**src/hdl/flmpc_pkg.sv**
```systemverilog
// ----------------------------------------------------------------------------
// flmpc_pkg
// Register indexes, reset values and field widths of the fluid level monitor.
// ----------------------------------------------------------------------------
package flmpc_pkg;

  localparam int LEVEL_W = 16;
  localparam int RATE_W  = 18;
  localparam int TOTAL_W = 22;
  localparam int OVF_W   = 8;
  localparam int CFG_W   = 16;
  localparam int MULT_W  = 4;
  localparam int POS_W   = 8;
  localparam int CFG_IDX_W = 3;

  // out_tdata layout, lowest bit up
  localparam int LEVEL_LSB = 0;
  localparam int RATE_LSB  = LEVEL_LSB + LEVEL_W;
  localparam int TOTAL_LSB = RATE_LSB + RATE_W;
  localparam int DRAIN_BIT = TOTAL_LSB + TOTAL_W;
  localparam int FILL_BIT  = DRAIN_BIT + 1;
  localparam int OVF_LSB   = FILL_BIT + 1;
  localparam int OUT_USED  = OVF_LSB + OVF_W;
  localparam int OUT_DATA_W = ((OUT_USED + 7) / 8) * 8;

  localparam logic [CFG_W-1:0]  SLOPE_RST    = 16'd17315;
  localparam logic [CFG_W-1:0]  OFFSET_RST   = 16'd9844;
  localparam logic [CFG_W-1:0]  HI_TH_RST    = 16'd7680;
  localparam logic [CFG_W-1:0]  LO_TH_RST    = 16'd1024;
  localparam logic [CFG_W-1:0]  OVF_VOL_RST  = 16'd6656;
  localparam logic [MULT_W-1:0] MULT_RST     = 4'd4;

  localparam logic [OVF_W-1:0]  OVF_MAX  = 8'd255;
  localparam logic [RATE_W-1:0] RATE_MAX = 18'd262143;

  typedef enum logic [CFG_IDX_W-1:0] {
    CFG_SLOPE   = 3'd0,
    CFG_OFFSET  = 3'd1,
    CFG_HI_TH   = 3'd2,
    CFG_LO_TH   = 3'd3,
    CFG_OVF_VOL = 3'd4,
    CFG_MULT    = 3'd5
  } cfg_idx_t;

endpackage

```
**src/hdl/fluid_level_monitor_pump_control_core.sv**
```systemverilog
// ----------------------------------------------------------------------------
// fluid_level_monitor_pump_control_core
// Level estimate, hourly rate, total volume and drain/fill pump hysteresis.
// ----------------------------------------------------------------------------
// Usage:
// in channel: in_tuser selects the item kind (0 camera sample, 1 timer tick),
// in_tdata carries the surface pixel row. Every accepted item gives exactly
// one result on the out channel: level, hourly rate, total volume, pump
// drives and overflow count in out_tdata, out_tlast set when the sample
// closed a block of BLOCK_LEN samples, out_tuser set once a rate was taken.
// One item per cycle sustained while out_tready is high; an accepted item
// passes the entry stage, then the result register. The slope * position
// product is formed as the item enters, the block update, reciprocal divide
// and hysteresis then settle into the result register.
// cfg_we writes a register by index; the user does so only while the block is idle,
// the block does not enforce it. A slope or overflow volume write also rescales
// the running product accumulators. Reset (rst_n low, synchronous) loads the default
// calibration and clears all state, pumps off. When out_tready is low the result
// holds, one more item may be taken into the entry stage, then in_tready drops.
// ----------------------------------------------------------------------------
module fluid_level_monitor_pump_control_core
  import flmpc_pkg::*;
#(
  parameter int BLOCK_LEN = 10
) (
  input  logic                  clk,
  input  logic                  rst_n,
  input  logic                  in_tvalid,
  output logic                  in_tready,
  input  logic [POS_W-1:0]      in_tdata,   // y_position
  input  logic                  in_tuser,   // func
  output logic                  out_tvalid,
  input  logic                  out_tready,
  // level, hourly_rate, total_volume, drain_pump, fill_pump, overflow_count, zero pad
  output logic [OUT_DATA_W-1:0] out_tdata,
  output logic                  out_tlast,  // report
  output logic                  out_tuser,  // rate_valid
  input  logic                  cfg_we,
  input  logic [CFG_IDX_W-1:0]  cfg_index,
  input  logic [CFG_W-1:0]      cfg_wdata
);

  localparam int CNT_W  = $clog2(BLOCK_LEN + 1);
  localparam int SUM_W  = $clog2(BLOCK_LEN * 255 + 1);
  localparam int PROD_W = CFG_W + POS_W;
  localparam int ACC_W  = CFG_W + SUM_W;
  localparam int X_W    = ACC_W - 8;
  localparam int RECIP_SH = X_W + $clog2(BLOCK_LEN);
  localparam longint unsigned RECIP = ((64'd1 << RECIP_SH) + BLOCK_LEN - 1) / BLOCK_LEN;
  localparam int RECIP_W = X_W + 1;
  localparam int LV_W   = X_W + 2;
  localparam int TOT_W  = 2 * CFG_W + OVF_W - CFG_W + 2;  // 26 bits
  localparam int OVP_W  = CFG_W + OVF_W;
  localparam int R_W    = LEVEL_W + 1 + 5;

  localparam logic [RECIP_W-1:0]    RECIP_C = RECIP_W'(RECIP);
  localparam logic [CNT_W-1:0]      CNT_END = CNT_W'(BLOCK_LEN);
  localparam logic signed [LV_W-1:0]  LV_HI  = LV_W'(32'sd32767);
  localparam logic signed [LV_W-1:0]  LV_LO  = LV_W'(-32'sd32768);
  localparam logic signed [TOT_W-1:0] TOT_HI = TOT_W'(32'sd2097151);
  localparam logic signed [TOT_W-1:0] TOT_LO = TOT_W'(-32'sd2097152);

  // configuration registers
  logic [CFG_W-1:0]  slope_r, offset_r, hi_th_r, lo_th_r, ovf_vol_r;
  logic [MULT_W-1:0] mult_r;

  // entry stage
  logic              s1_valid_r;
  logic              s1_func_r;
  logic [POS_W-1:0]  s1_y_r;
  logic [PROD_W-1:0] s1_prod_r;

  // block state
  logic [SUM_W-1:0]          sum_r, sum_nxt;
  logic [CNT_W-1:0]          cnt_r, cnt_nxt;
  logic [ACC_W-1:0]          acc_r, acc_nxt;
  logic signed [LEVEL_W-1:0] level_r, level_nxt, prev_r, prev_nxt;
  logic [RATE_W-1:0]         rate_r, rate_nxt;
  logic signed [TOTAL_W-1:0] total_r, total_nxt;
  logic [OVF_W-1:0]          ovf_r, ovf_nxt;
  logic [OVP_W-1:0]          ovf_prod_r, ovf_prod_nxt;
  logic                      draining_r, draining_nxt;
  logic                      fill_r, fill_nxt;
  logic                      have_rd_r, have_rd_nxt;
  logic                      have_rate_r, have_rate_nxt;

  // result register
  logic                      out_valid_r;
  logic signed [LEVEL_W-1:0] o_level_r;
  logic [RATE_W-1:0]         o_rate_r;
  logic signed [TOTAL_W-1:0] o_total_r;
  logic                      o_drain_r, o_fill_r, o_report_r, o_rvalid_r;
  logic [OVF_W-1:0]          o_ovf_r;

  logic adv, fire, in_acc;

  assign adv       = !out_valid_r || out_tready;
  assign fire      = s1_valid_r && adv;
  assign in_tready = !s1_valid_r || adv;
  assign in_acc    = in_tvalid && in_tready;

  // block arithmetic
  logic [SUM_W-1:0]            sum_add;
  logic [ACC_W-1:0]            acc_add;
  logic [CNT_W-1:0]            cnt_inc;
  logic                        blk_end;
  logic [X_W-1:0]              x_div;
  logic [X_W+RECIP_W-1:0]      q_full;
  logic [X_W-1:0]              q_div;
  logic signed [LV_W-1:0]      lv_full;
  logic signed [LEVEL_W-1:0]   lvl_blk, level_cur;
  logic signed [TOT_W-1:0]     tot_full;
  logic signed [TOTAL_W-1:0]   tot_sat;
  logic signed [LEVEL_W:0]     diff;
  logic signed [R_W-1:0]       r_full;
  logic                        hi_hit, lo_hit;

  always_comb begin
    sum_add = sum_r + SUM_W'(s1_y_r);
    acc_add = acc_r + ACC_W'(s1_prod_r);
    cnt_inc = cnt_r + CNT_W'(1);
    blk_end = !s1_func_r && (cnt_inc == CNT_END);

    // floor(acc / (BLOCK_LEN * 256)) as a shift then an exact reciprocal multiply
    x_div   = acc_add[ACC_W-1:8];
    q_full  = (X_W+RECIP_W)'(x_div) * (X_W+RECIP_W)'(RECIP_C);
    q_div   = X_W'(q_full >> RECIP_SH);
    lv_full = LV_W'(signed'(offset_r)) - $signed({2'b00, q_div});
    if (lv_full > LV_HI) begin
      lvl_blk = 16'sh7fff;
    end else if (lv_full < LV_LO) begin
      lvl_blk = -16'sh8000;
    end else begin
      lvl_blk = LEVEL_W'(lv_full);
    end

    tot_full = TOT_W'(lvl_blk) + $signed({2'b00, ovf_prod_r});
    if (tot_full > TOT_HI) begin
      tot_sat = 22'sh1fffff;
    end else if (tot_full < TOT_LO) begin
      tot_sat = -22'sh200000;
    end else begin
      tot_sat = TOTAL_W'(tot_full);
    end

    diff   = (LEVEL_W+1)'(level_r) - (LEVEL_W+1)'(prev_r);
    r_full = R_W'(diff) * $signed({(R_W-MULT_W)'(0), mult_r});

    sum_nxt       = sum_r;
    cnt_nxt       = cnt_r;
    acc_nxt       = acc_r;
    level_nxt     = level_r;
    prev_nxt      = prev_r;
    rate_nxt      = rate_r;
    total_nxt     = total_r;
    have_rd_nxt   = have_rd_r;
    have_rate_nxt = have_rate_r;

    if (!s1_func_r) begin
      if (blk_end) begin
        sum_nxt   = '0;
        cnt_nxt   = '0;
        acc_nxt   = '0;
        level_nxt = lvl_blk;
        if (!have_rd_r && !draining_r) begin
          have_rd_nxt = 1'b1;
          prev_nxt    = lvl_blk;
        end
        if (!draining_r) begin
          total_nxt = tot_sat;
        end
      end else begin
        sum_nxt = sum_add;
        cnt_nxt = cnt_inc;
        acc_nxt = acc_add;
      end
    end else begin
      if (!draining_r && have_rd_r && !r_full[R_W-1]) begin
        rate_nxt      = (r_full > $signed(R_W'(RATE_MAX))) ? RATE_MAX : RATE_W'(r_full);
        prev_nxt      = level_r;
        have_rate_nxt = 1'b1;
      end
      if (draining_r) begin
        have_rd_nxt = 1'b0;
      end
    end

    // hysteresis: high rule first, low rule may override
    level_cur    = level_nxt;
    hi_hit       = (level_cur >= signed'(hi_th_r)) && !draining_r;
    lo_hit       = level_cur < signed'(lo_th_r);
    draining_nxt = draining_r;
    fill_nxt     = fill_r;
    ovf_nxt      = ovf_r;
    ovf_prod_nxt = ovf_prod_r;
    if (hi_hit) begin
      draining_nxt = 1'b1;
      fill_nxt     = 1'b0;
      if (ovf_r != OVF_MAX) begin
        ovf_nxt      = ovf_r + OVF_W'(1);
        ovf_prod_nxt = ovf_prod_r + OVP_W'(ovf_vol_r);
      end
    end
    if (lo_hit) begin
      draining_nxt = 1'b0;
      fill_nxt     = 1'b1;
    end
  end

  always_ff @(posedge clk) begin
    if (!rst_n) begin
      slope_r     <= SLOPE_RST;
      offset_r    <= OFFSET_RST;
      hi_th_r     <= HI_TH_RST;
      lo_th_r     <= LO_TH_RST;
      ovf_vol_r   <= OVF_VOL_RST;
      mult_r      <= MULT_RST;
      s1_valid_r  <= 1'b0;
      out_valid_r <= 1'b0;
      sum_r       <= '0;
      cnt_r       <= '0;
      acc_r       <= '0;
      level_r     <= '0;
      prev_r      <= '0;
      rate_r      <= '0;
      total_r     <= '0;
      ovf_r       <= '0;
      ovf_prod_r  <= '0;
      draining_r  <= 1'b0;
      fill_r      <= 1'b0;
      have_rd_r   <= 1'b0;
      have_rate_r <= 1'b0;
    end else begin
      if (in_acc) begin
        s1_valid_r <= 1'b1;
      end else if (adv) begin
        s1_valid_r <= 1'b0;
      end
      if (fire) begin
        out_valid_r <= 1'b1;
      end else if (out_tready) begin
        out_valid_r <= 1'b0;
      end

      if (fire) begin
        sum_r       <= sum_nxt;
        cnt_r       <= cnt_nxt;
        acc_r       <= acc_nxt;
        level_r     <= level_nxt;
        prev_r      <= prev_nxt;
        rate_r      <= rate_nxt;
        total_r     <= total_nxt;
        ovf_r       <= ovf_nxt;
        ovf_prod_r  <= ovf_prod_nxt;
        draining_r  <= draining_nxt;
        fill_r      <= fill_nxt;
        have_rd_r   <= have_rd_nxt;
        have_rate_r <= have_rate_nxt;
      end

      // a rescaling write keeps the running products consistent
      if (cfg_we) begin
        case (cfg_idx_t'(cfg_index))
          CFG_SLOPE: begin
            slope_r <= cfg_wdata;
            acc_r   <= ACC_W'(cfg_wdata) * ACC_W'(sum_r);
          end
          CFG_OFFSET: offset_r <= cfg_wdata;
          CFG_HI_TH:  hi_th_r  <= cfg_wdata;
          CFG_LO_TH:  lo_th_r  <= cfg_wdata;
          CFG_OVF_VOL: begin
            ovf_vol_r  <= cfg_wdata;
            ovf_prod_r <= OVP_W'(cfg_wdata) * OVP_W'(ovf_r);
          end
          CFG_MULT:   mult_r   <= cfg_wdata[MULT_W-1:0];
          default: ;
        endcase
      end
    end
  end

  // payload registers
  always_ff @(posedge clk) begin
    if (in_acc) begin
      s1_func_r <= in_tuser;
      s1_y_r    <= in_tdata;
      s1_prod_r <= PROD_W'(slope_r) * PROD_W'(in_tdata);
    end
    if (fire) begin
      o_level_r  <= level_nxt;
      o_rate_r   <= rate_nxt;
      o_total_r  <= total_nxt;
      o_drain_r  <= draining_nxt;  // drain pump runs exactly while draining
      o_fill_r   <= fill_nxt;
      o_ovf_r    <= ovf_nxt;
      o_report_r <= blk_end;
      o_rvalid_r <= have_rate_nxt;
    end
  end

  assign out_tvalid = out_valid_r;
  assign out_tlast  = o_report_r;
  assign out_tuser  = o_rvalid_r;
  assign out_tdata  = {(OUT_DATA_W-OUT_USED)'(0), o_ovf_r, o_fill_r, o_drain_r,
                       o_total_r, o_rate_r, o_level_r};

  a_pumps_exclusive: assert property (@(posedge clk) disable iff (!rst_n)
    !(draining_r && fill_r))
    else $error("drain and fill pumps both on");

  a_count_in_block: assert property (@(posedge clk) disable iff (!rst_n)
    cnt_r < CNT_END)
    else $error("sample count reached block length");

  a_rate_flagged: assert property (@(posedge clk) disable iff (!rst_n)
    (rate_r != '0) |-> have_rate_r)
    else $error("rate held without rate flag");

  a_result_after_fire: assert property (@(posedge clk) disable iff (!rst_n)
    fire |=> out_valid_r)
    else $error("item consumed without result");

endmodule
```
**config.mk**
```make
export PLATFORM = sky130hd
export DESIGN_NAME = fluid_level_monitor_pump_control_core
export DESIGN_NICKNAME = d
export VERILOG_FILES = /design/src/hdl/flmpc_pkg.sv /design/src/hdl/fluid_level_monitor_pump_control_core.sv
export SDC_FILE = /design/constraint.sdc
export NUM_CORES = 2
export LEC_CHECK = 0
export BUFFER_PORTS_ARGS = -buffer_cell sky130_fd_sc_hd__buf_2
export CAP_MARGIN = 20
export CORE_ASPECT_RATIO = 1.75
export CORE_MARGIN = 2
export CORE_UTILIZATION = 40
export DETAILED_ROUTE_END_ITERATION = 7
export SYNTH_ARGS = -nofsm -noshare
export SYNTH_HDL_FRONTEND = slang
export SYNTH_SLANG_ARGS = --single-unit
```
**constraint.sdc**
```tcl
create_clock -name clk -period 12.6 [get_ports clk]
set_input_delay 1.89 -clock clk [delete_from_list [all_inputs] [get_ports clk]]
set_output_delay 1.89 -clock clk [all_outputs]
set_load 0.01 [all_outputs]
```
==> qor.yml <==
status:
  status: "complete, but fails checks"
  violations: "negative setup slack"
synth:
  synthesis.area_um2: 42100
  synth_top_area_frac: 0.2273
  yosys_warnings: 0
  synth_area_per_cell_um2: 8.744
  synth-seq-cells: 339
  ys_top_cells_by_area: "fa_1, ha_1, dfxtp_1, edfxtp_1, inv_1"
  synthFlopType: "dfxtp_1"
  synth_largest_area_cell: "fa_1"
  synthCells: 4815
  synth_cell_types: 101
  synth_edf_count: 101
  synth-async-reset-ratio: 0
  ys_seq_area_frac: 0.1852
min_path:
  min-delay-start: "offset_r[0]"
  hp-class: "reg2reg"
  hold_depth: 2
  min_to: "offset_r[0]"
global_route:
  overflow: 0
  grt_start_max_net_pins: 71
  grt_pass1_vias: 37572
  grt_pass1_wl_mm: 202.0
  grt_antenna_before_repair: 3
  grt.total_usage: 0.2396
floorplanning:
  die_w_um: 249.2
  die_h_um: 433.2
  dieArea_um2: 108000
  core_area_um2: 104500
  start_util: 0.4029
  num_rows: 157
  io_pins: 109
setup_path:
  r2r.worst_path.cells: 56
  max_stage_delay_ns: 0.56
  worst_setup_path_end_kind: "register"
  crit_path_start_kind: "register"
  crit_path_frequent_cell: "fa_1"
  rrSetupSlack_ns: -0.88
  reg2reg_from: "s1_prod_r[0]"
  worst-endpoint-arrival_ns: 13.79
  worst-path-max-fanout: 6
  critPathKind: "reg2reg"
  worstPathRequired_ns: 12.91
  r2r_end: "o_total_r[9]"
  crit_path_top_delay_cell: "fa_1"
route:
  drc_errors: 0
  drt_iter0_markers: 1517
  routedWlPerCell_um: 19.60
  vias: 35369
  viasPerCell: 5.357
  drt_pre_antenna_iters: 7
  drtAntennaViolNets: 0
  wirelength_mm: 129.4
sta:
  hold_viol: 0
  worst_clock_skew_ns: 0.02296
  slew_headroom: 0.2805
  slew_viol_final: 0
  period_share: 1.070
  rsz0062_at_grt: "true"
  max_freq_ghz: 0.07416
  tightest_slew_ns: 1.079
  period_minus_slack_ns: 13.48
  setup_viol: 88
  fin_ws_ns: -0.8849
cts:
  cts_root_buffer: "clkbuf_16"
  cts_hold_buf: 0
  clkSinkCount: 339
  cts_max_level: 2
  cts_tree: "built"
  cts_buffers: 37
  path_clk_slew_ns: 0.06
  worstSkewPairLatency_ns: 0.57
  clk_path_buf_depth: 3
final_layout:
  final_common_cell: "inv_1"
  fill_cells: 10004
  drive_above_1_share: 0.1771
  antenna_cells: 0
  fin_nets: 6272
  final_area_um2: 50260
  layout_common_cells: "inv_1, nand2_1, ha_1"
  syn2layout_area_growth_pct: 19.38
placement:
  hpwl_mm: 102.0
  place_congestion: 0.9880
  placed_area_um2: 46810
  dp_slack_ns: -1.380
  portBuffers: 102
run:
  max-cap-violations: 0
==> cell families after synthesis <==
family	Yosys count	share of synthesized area
compound gates	894	0.1378
mux	19	0.004666
buf+inv	890	0.08066
flops	339	0.1852
fa+ha+maj	1015	0.3869
simple gates	1450	0.1613
xor+xnor	207	0.04342
other cells	1	0.00008907
==> worst max-delay path: cells and delay by family, from the launching register on <==
family,cells,cell delay (ns)
adders and majority gates,12,4.42
AOI/OAI and AO/OA,20,4.35
and+or+nand+nor,14,2.74
buffers and inverters,9,1.10
DFF,1,0.37
xor gates and xnor gates,1,0.25
==> Yosys cell counts, drive strengths merged (27+ instances only) <==
master,n
edfxtp,101
o21ai,159
xnor2,125
fa,478
buf,35
nor3,53
nand3,83
ha,537
nor2,242
clkbuf,179
dfxtp,238
nand2,639
a31oi,27
o21a,33
o211ai,35
nand2b,30
nor2b,51
xor2,82
inv,676
and2,222
a21oi,308
a211oi,74
a21o,76
==> layer usage <==
layer  vias up  GRT usage  share of wire
li1      16726          -              -
met1     17446     0.2288           0.34
met2       823     0.4751           0.55
met3       368    0.02484          0.033
met4         6     0.1653          0.078
met5         -          0        0.00022
==> per-stage QoR <==
| stage | std cells | TNS, ns | hold WS (ns) | util |
|---|---|---|---|---|
| detailed placement | 6472 | -106.17 | 0.4477 | 0.4479 |
| finish | 6603 | -62.42 | 0.4557 | 0.4809 |
| global route | 6603 | -103.31 | 0.4719 | 0.4809 |
| global placement | 6472 | -91.01 | 0.4416 | 0.4479 |
| floorplan | 4820 | 0 | 0.4323 | - |
| CTS | 6586 | -64.11 | 0.4568 | 0.4755 |
==> cell type report <==
class	instances	area (um2)	area share
clock buffers	46	1022	0.02034
repair buffers	579	4388	0.08731
multi-input cells	3591	32590	0.6484
clock inverters	21	225.2	0.004481
well taps	1351	1690	0.03363
flip-flops and latches	339	7797	0.1551
inverters	676	2546	0.05066
==> worst max-delay path by stage <==
stage                      start            end  slack [ns]
global placement    s1_prod_r[0]  ovf_prod_r[2]       -1.18
CTS                 s1_prod_r[0]  o_total_r[15]       -0.89
global route        s1_prod_r[0]  o_total_r[11]       -1.36
detailed placement  s1_prod_r[0]   o_total_r[0]       -1.38
finish              s1_prod_r[0]   o_total_r[9]       -0.88
floorplan           s1_prod_r[0]   o_total_r[1]       0.007
==> sequential cells by signal, summed over array words and instances, names as in the netlist, 8 cells and up <==
name / flops
s1_prod_r: 24
acc_r: 28
s1_y_r: 8
ovf_vol_r: 16
offset_r: 16
prev_r: 16
level_r: 16
ovf_prod_r: 24
o_level_r: 16
o_total_r: 22
total_r: 22
rate_r: 18
ovf_r: 8
lo_th_r: 16
sum_r: 12
o_ovf_r: 8
hi_th_r: 16
slope_r: 16
o_rate_r: 18
==> timing repair <==
item | CTS | global route
endpoints found under the setup margin | 88 | 88
gates resized for setup | 260 | 92
buffers inserted | 43 | 19
pin swaps | 109 | 71
gates cloned | 6 | 0
Power is not shown: default switching activity piles up to over one toggle a cycle in this logic, so the estimate is an artifact.
